`config.mk`:
```
export PLATFORM = sky130hd
export DESIGN_NAME = ecfb_cell
export DESIGN_NICKNAME = d
export VERILOG_FILES = /design/src/rtl/ecfb_pkg.sv /design/src/rtl/ecfb_cell.sv
export SDC_FILE = /design/constraint.sdc
export NUM_CORES = 2
export LEC_CHECK = 0
export BUFFER_PORTS_ARGS = -buffer_cell sky130_fd_sc_hd__buf_2
export CORE_MARGIN = 3
export CORE_UTILIZATION = 60
export CTS_CLUSTER_DIAMETER = 100
export DETAILED_ROUTE_END_ITERATION = 10
export PLACE_DENSITY = 0.85
export SETUP_SLACK_MARGIN = 0.2
export SLEW_MARGIN = 30
export SYNTH_ARGS = -nofsm -noshare
export SYNTH_HDL_FRONTEND = slang
export SYNTH_SLANG_ARGS = --single-unit
```
`constraint.sdc`:
```
create_clock -name clk -period 15.65 [get_ports clk]
set_clock_uncertainty 0.1 [all_clocks]
set_input_delay 4.695 -clock clk [delete_from_list [all_inputs] [get_ports clk]]
set_output_delay 4.695 -clock clk [all_outputs]
set_load 0.01 [all_outputs]
```
`src/rtl/ecfb_pkg.sv`:
```
// Shared widths, token type and register map of the eddy-current filter bank.
package ecfb_pkg;

	localparam int SAMPLE_W = 16;
	localparam int DG_W     = SAMPLE_W + 1;
	localparam int COEF_W   = 16;
	localparam int CUR_W    = 24;
	localparam int PROD_W   = CUR_W + COEF_W;
	localparam int SUM_W    = PROD_W + 2;
	localparam int COMP_MAX = 4;
	localparam int ADDR_W   = 5;
	localparam int DATA_W   = 32;

	// Register indexes (byte address = 4 * index).
	localparam logic [2:0] REG_AMP_ZERO    = 3'd0;
	localparam logic [2:0] REG_AMP_ONE     = 3'd1;
	localparam logic [2:0] REG_AMP_TWO     = 3'd2;
	localparam logic [2:0] REG_AMP_THREE   = 3'd3;
	localparam logic [2:0] REG_DECAY_ZERO  = 3'd4;
	localparam logic [2:0] REG_DECAY_ONE   = 3'd5;
	localparam logic [2:0] REG_DECAY_TWO   = 3'd6;
	localparam logic [2:0] REG_DECAY_THREE = 3'd7;

	localparam logic signed [CUR_W-1:0] CUR_MAX = {1'b0, {(CUR_W-1){1'b1}}};
	localparam logic signed [CUR_W-1:0] CUR_MIN = {1'b1, {(CUR_W-1){1'b0}}};

	// Data that travels from one cell to the next along with a sample.
	typedef struct packed {
		logic                       restart;
		logic signed [SAMPLE_W-1:0] sample;
		logic signed [DG_W-1:0]     dg;
		logic signed [SUM_W-1:0]    sum;
		logic signed [PROD_W-1:0]   prod;
		logic                       sat;
	} ecfb_tok_t;

endpackage

```
`src/rtl/ecfb_cell.sv`:
```
// One eddy-current component: holds its current and updates it in two stages.
module ecfb_cell import ecfb_pkg::*; (
	input  logic                     clk,
	input  logic                     arst_n,
	input  logic signed [COEF_W-1:0] amplitude,
	input  logic        [COEF_W-1:0] decay,
	input  logic                     in_vld,
	input  ecfb_tok_t                in_tok,
	output logic                     out_vld,
	output ecfb_tok_t                out_tok
);

	logic signed [CUR_W-1:0]    cur_q;
	logic                       vld_s1;
	ecfb_tok_t                  tok_s1;
	logic signed [CUR_W-1:0]    cur_s1;
	logic signed [PROD_W:0]     dprod_s1;
	logic                       vld_s2;
	ecfb_tok_t                  tok_s2;

	logic signed [CUR_W-1:0]    cur_eff;
	logic signed [PROD_W+1:0]   drnd;
	logic signed [CUR_W+1:0]    dec;
	logic signed [CUR_W:0]      dg_sh;
	logic signed [CUR_W+2:0]    cur_raw;
	logic signed [CUR_W-1:0]    cur_new;
	logic                       cur_clip;
	ecfb_tok_t                  tok_nx1;
	ecfb_tok_t                  tok_nx2;

	assign cur_eff = in_tok.restart ? '0 : cur_q;

	always_comb begin
		tok_nx1     = in_tok;
		tok_nx1.sum = in_tok.sum + SUM_W'(in_tok.prod);
	end

	// Stage one: decay product, and fold in the previous cell's weighted current.
	always_ff @(posedge clk or negedge arst_n) begin
		if (!arst_n) begin
			vld_s1 <= 1'b0;
		end else begin
			vld_s1 <= in_vld;
		end
	end

	always_ff @(posedge clk) begin
		if (in_vld) begin
			tok_s1   <= tok_nx1;
			cur_s1   <= cur_eff;
			dprod_s1 <= (PROD_W+1)'(cur_eff) * (PROD_W+1)'($signed({1'b0, decay}));
		end
	end

	// Stage two: round the decay term, update and clip the current, weight it.
	always_comb begin
		drnd     = (PROD_W+2)'(dprod_s1) + (PROD_W+2)'(32768);
		dec      = drnd[PROD_W+1:16];
		dg_sh    = {tok_s1.dg, 8'd0};
		cur_raw  = (CUR_W+3)'(cur_s1) + (CUR_W+3)'(dg_sh) - (CUR_W+3)'(dec);
		cur_clip = 1'b0;
		if (cur_raw > (CUR_W+3)'(CUR_MAX)) begin
			cur_new  = CUR_MAX;
			cur_clip = 1'b1;
		end else if (cur_raw < (CUR_W+3)'(CUR_MIN)) begin
			cur_new  = CUR_MIN;
			cur_clip = 1'b1;
		end else begin
			cur_new  = cur_raw[CUR_W-1:0];
		end
		tok_nx2      = tok_s1;
		tok_nx2.prod = PROD_W'(cur_new) * PROD_W'(amplitude);
		tok_nx2.sat  = tok_s1.sat | cur_clip;
	end

	always_ff @(posedge clk or negedge arst_n) begin
		if (!arst_n) begin
			vld_s2 <= 1'b0;
			cur_q  <= '0;
		end else begin
			vld_s2 <= vld_s1;
			if (vld_s1) begin
				cur_q <= cur_new;
			end
		end
	end

	always_ff @(posedge clk) begin
		if (vld_s1) begin
			tok_s2 <= tok_nx2;
		end
	end

	assign out_vld = vld_s2;
	assign out_tok = tok_s2;

endmodule

```
---- Word level (Yosys, flattened, before mapping) ----
Cells that the tools add are included.
storage, ports and cells
  flip-flop bits (word level) ............. 285
  input port bits ......................... 152
  output and inout port bits .............. 118
  word-level logic and storage cells ...... 30
operators by class
  $add $sub $neg .......................... 4
  multiply operators ...................... 2
  $lt $le $gt $ge ......................... 2
  muxes and demuxes ....................... 5
  bitwise gates (word level) .............. 1
operators by type and width
  kind                                                                             count
  24-bit two-way mux                                                               3
  41-bit by 17-bit adder with 42-bit output (second input constant)                1
  42-bit by 40-bit adder with 42-bit output                                        1
  24-bit by 17-bit multiplier with 41-bit output                                   1
  24-bit by 16-bit multiplier with 40-bit output                                   1
  27-bit by 24-bit > comparator with 1-bit output (second input constant)          1
  27-bit by 24-bit less-than comparator with 1-bit output (second input constant)  1
  26-bit by 26-bit subtractor with 27-bit output                                   1
  24-bit by 25-bit adder with 26-bit output                                        1
  1-bit two-way mux                                                                2
  1-bit OR                                                                         1

---- Logic depth before layout (Yosys ltp) ----
  depth after elaboration ................. 6
  gate-level depth with buffers ........... 45
  mapped depth without buffers ............ 43

---- Least setup slack after synthesis ----
Ideal clock, no wire load.
  path kind ............................... input port to flip-flop
  start ................................... in in_tok[116] (netlist bit)
  end ..................................... reg dprod_s1[37] (data pin)
  library setup time ...................... 258 ps
  data arrival time ....................... 10,646 ps
  data required time ...................... 15,292 ps
  slack ................................... 4,647 ps
  cell stages on the path ................. 26
  path buffers ............................ 2
  cell sequence ........................... clkbuf_1 > nor2b_1 > clkbuf_1 > nand2_1 > fa_1 > inv_1 > fa_1 > inv_1 > fa_1 > inv_1 > fa_1 > inv_1 > fa_1 > inv_1 > fa_1 > ha_1 > a211oi_1 > nand2_1 > a21oi_1 > nor2_1 > a211oi_1 > o21bai_1 > a211oi_1 > nor2b_1 > nor2_1 > xnor2_1
on the way
  cells in the longest elaborated chain, start to end .. 2
ends and longest elaborated chain
  element                                         RTL line         RTL
  from (decl)                                     ecfb_cell.sv:8   input ecfb_tok_t in_tok,
  24-bit two-way mux                              ecfb_cell.sv:31  assign cur_eff = in_tok.restart ? '0 : cur_q;
  net cur_eff[13]                                 ecfb_cell.sv:21  logic signed [CUR_W-1:0] cur_eff;
  24-bit by 17-bit multiplier with 41-bit output  ecfb_cell.sv:51  dprod_s1 <= (PROD_W+1)'(cur_eff) * (PROD_W+1)'($signed({1'b0, decay}));
  to (signal assigned)                            ecfb_cell.sv:51
  to (decl)                                       ecfb_cell.sv:17  logic signed [PROD_W:0] dprod_s1;
The timed path passes the listed nets, and every way through them passes these cells.
A chain may end at the register's enable or synchronous reset.

==> results.ini <==
[run_status]
run_status = finished clean

[clock_tree]
cts_hold_buf = 0
cts_tree = done
cts_made_buffers = 34
cts_setup_buffers = 0
clk_path_buf_depth = 3
clk_latency_ns = 0.55
htree_levels = 2
cts_resized = 0
clkSlewWorstSetupHoldPaths_ns = 0.06
cts_root_buf = clkbuf_16
cts.sinks = 270

[cells_and_area]
final_layout_size_suffix_gt1_share_pct = 9.41
final_nets = 5380
most-common-layout-cells = 910 x inv_1, 769 x fa_1, 496 x nand2_1, 308 x and2_1, 272 x ha_1
syn_to_final_growth_pct = 8.36
fillers = 4904
final_util_pct = 66.4
final_common_cell = inv_1

[floorplanning]
ioPinCount = 270
dieHeight_um = 264
rows = 93
initial_core_util_pct = 61.3
coreArea_sq_mm = 0.0652
die_area_sq_mm = 0.0697
die_x_um = 264

[global_route]
grt_max_degree = 82
grt_pass1_wl_mm = 160
antenna_found_initial = 2
grt_pass1_vias = 31035
gr-total-overflow = 0
grt_usage_pct = 28.8

[synth]
syn_area_sq_mm = 0.0399
ys_warn_count = 0
async_flop_share_pct = 9.63
synthCells = 3966
synth_nets = 5159
synth.distinct_cells = 61
synth_top_area_share_pct = 38.6
ys_seq_area_share_pct = 20.0
ys_top_cells_by_area = fa_1 39%, edfxtp_1 18%, inv_1 8.6%
synth_edf_count = 244
synth_area_leader_cell = fa_1
avgSynthCellArea_sq_um = 10.1
ys_seq_elements = 270
ys_dominant_reg_cell = edfxtp_1

[timing]
holdWs_ns = 0.312
worst_slew_margin_rel_pct = 36.5
max_slew.worst_pin.slew_ns = 0.949
setup_violations = 0
fin_tns_setup_ns = 0
fin_crit_sh_pct = 78.1
grt_setup_unrepaired = no
clock.fmax_mhz = 81.8
finalHoldViolations = 0
layout_min_cycle_time_ns = 12.22
drv_slew = 0

[critical_path]
crit_type = register to register
critPathCaptureType = register
crit_slowest_cell = o41ai_1
setup.worst_path.start_class = register
rr_endpoint = out_tok[40]
max_stage_delay_ns = 0.76
timing.rr.start = dprod_s1[21]
r2r_cells = 38
worst-path-max-fanout = 35
critical_path_required_ns = 15.83
crit_path_frequent_cell = fa_1
arrival_ns = 12.40
r2r_slack_ns = 3.43

[routing]
vias_per_cell = 5.64
post_drt_wl_per_cell_um = 19.2
vias = 28564
antenna_left = 0
firstDrtPassIters = 6
drc = 0
drt-total-wl_mm = 97.5
drt_iter0_markers = 2238

[worst_hold_path]
hold_path.class = register to register
whs_path_depth = 0
min_from = tok_nx2[41]
hold_end = out_tok[41]

[placement]
hpwl_mm = 75.4
io_buffer_count = 269
globalplace.congestion = 0.918

[flow_run]
maxCapViolations = 0

## registers in the layout (all words and copies together), names as in the netlist
name      flops
out_vld       1
cur_s1       24
tok_nx2      59
vld_s1        1
dprod_s1     26
dg_sh        17
tok_s1        1
out_tok     117
cur_q        24
## per-layer routing
layer  vias to the layer above  wire, um  share of wire, %  track usage (%)
met5                         -        16             0.016                0
met4                         2      3760               3.9             10.9
met3                       266      9470               9.7             6.93
met2                      1412     47700                49             47.9
met1                     14330     36500                37             36.8
li1                      12554         -                 -                -
## stage by stage
stage / worst slack, ns / cell area [sq um] / cells
2_1_floorplan: 4.65 / 39900 / 3966
3_3_place_gp: 3.47 / 42200 / 5006
3_5_place_dp: 3.04 / 42200 / 5006
4_1_cts: 2.98 / 43200 / 5065
5_1_grt: 2.41 / 43200 / 5065
6_report: 3.43 / 43300 / 5067
## cells in the mapped netlist, types with 2 or more instances
| library cell | instances |
|---|---|
| a2111oi_0 | 2 |
| a211o_1 | 4 |
| a211oi_1 | 20 |
| a21boi_0 | 5 |
| a21o_1 | 62 |
| a21oi_1 | 134 |
| a221oi_1 | 2 |
| a22oi_1 | 3 |
| a31o_2 | 2 |
| a31oi_1 | 13 |
| a41oi_1 | 2 |
| and2_1 | 308 |
| and3_1 | 18 |
| and4_1 | 2 |
| buf_2 | 22 |
| clkbuf_1 | 103 |
| dfrtp_1 | 26 |
| edfxtp_1 | 244 |
| fa_1 | 769 |
| ha_1 | 272 |
| inv_1 | 910 |
| mux2_2 | 26 |
| nand2_1 | 496 |
| nand2b_1 | 11 |
| nand3_1 | 26 |
| nand3b_1 | 5 |
| nand4_1 | 19 |
| nor2_1 | 79 |
| nor2b_1 | 42 |
| nor3_1 | 12 |
| nor4_1 | 5 |
| o211ai_1 | 11 |
| o21a_1 | 23 |
| o21ai_0 | 58 |
| o21ai_1 | 14 |
| o21bai_1 | 18 |
| o31a_1 | 3 |
| o31ai_1 | 6 |
| or2_2 | 2 |
| or3_1 | 3 |
| xnor2_1 | 113 |
| xor2_1 | 52 |
## how the worst max path moves through the flow
stage	from	endpoint	slack [ns]
after floorplan	in_tok[116]	dprod_s1[37]	4.65
after global placement	dprod_s1[17]	out_tok[39]	3.47
after detailed placement	dprod_s1[15]	out_tok[39]	3.04
after CTS	dprod_s1[21]	out_tok[40]	2.98
after global routing	dprod_s1[21]	out_tok[40]	2.41
final	dprod_s1[21]	out_tok[40]	3.43
## cell type report
cell class,instances,area (sq um),share of cell area [%]
inverters,910,3420,7.90
diodes,2,5.00,0.0116
flip-flops and latches,270,7980,18.5
multi-input cells,2659,28100,64.9
well taps,855,1070,2.47
clock buffers,43,906,2.09
clock inverters,16,136,0.315
repair buffers,312,1680,3.89
## logic make-up after synthesis
group	count (synthesis)	synth area share, %
compound gates	395	6.24
xor+xnor	165	3.62
fa+ha+maj	1041	47.1
buf+inv	1037	9.83
flops	270	20.0
mux	26	0.733
simple gates	1032	12.5
## critical path: cells and delay by family, from the launching register on
kind                       cells  cell delay, ns
xor gates and xnor gates       2            0.30
DFF                            1            0.40
adders and majority gates      9            4.07
and+or+nand+nor               10            1.77
AOI/OAI and AO/OA             12            4.77
muxes                          1            0.36
buffers and inverters          4            0.19
Power is not shown: default switching activity piles up to over one toggle a cycle in this logic, so the estimate is an artifact.
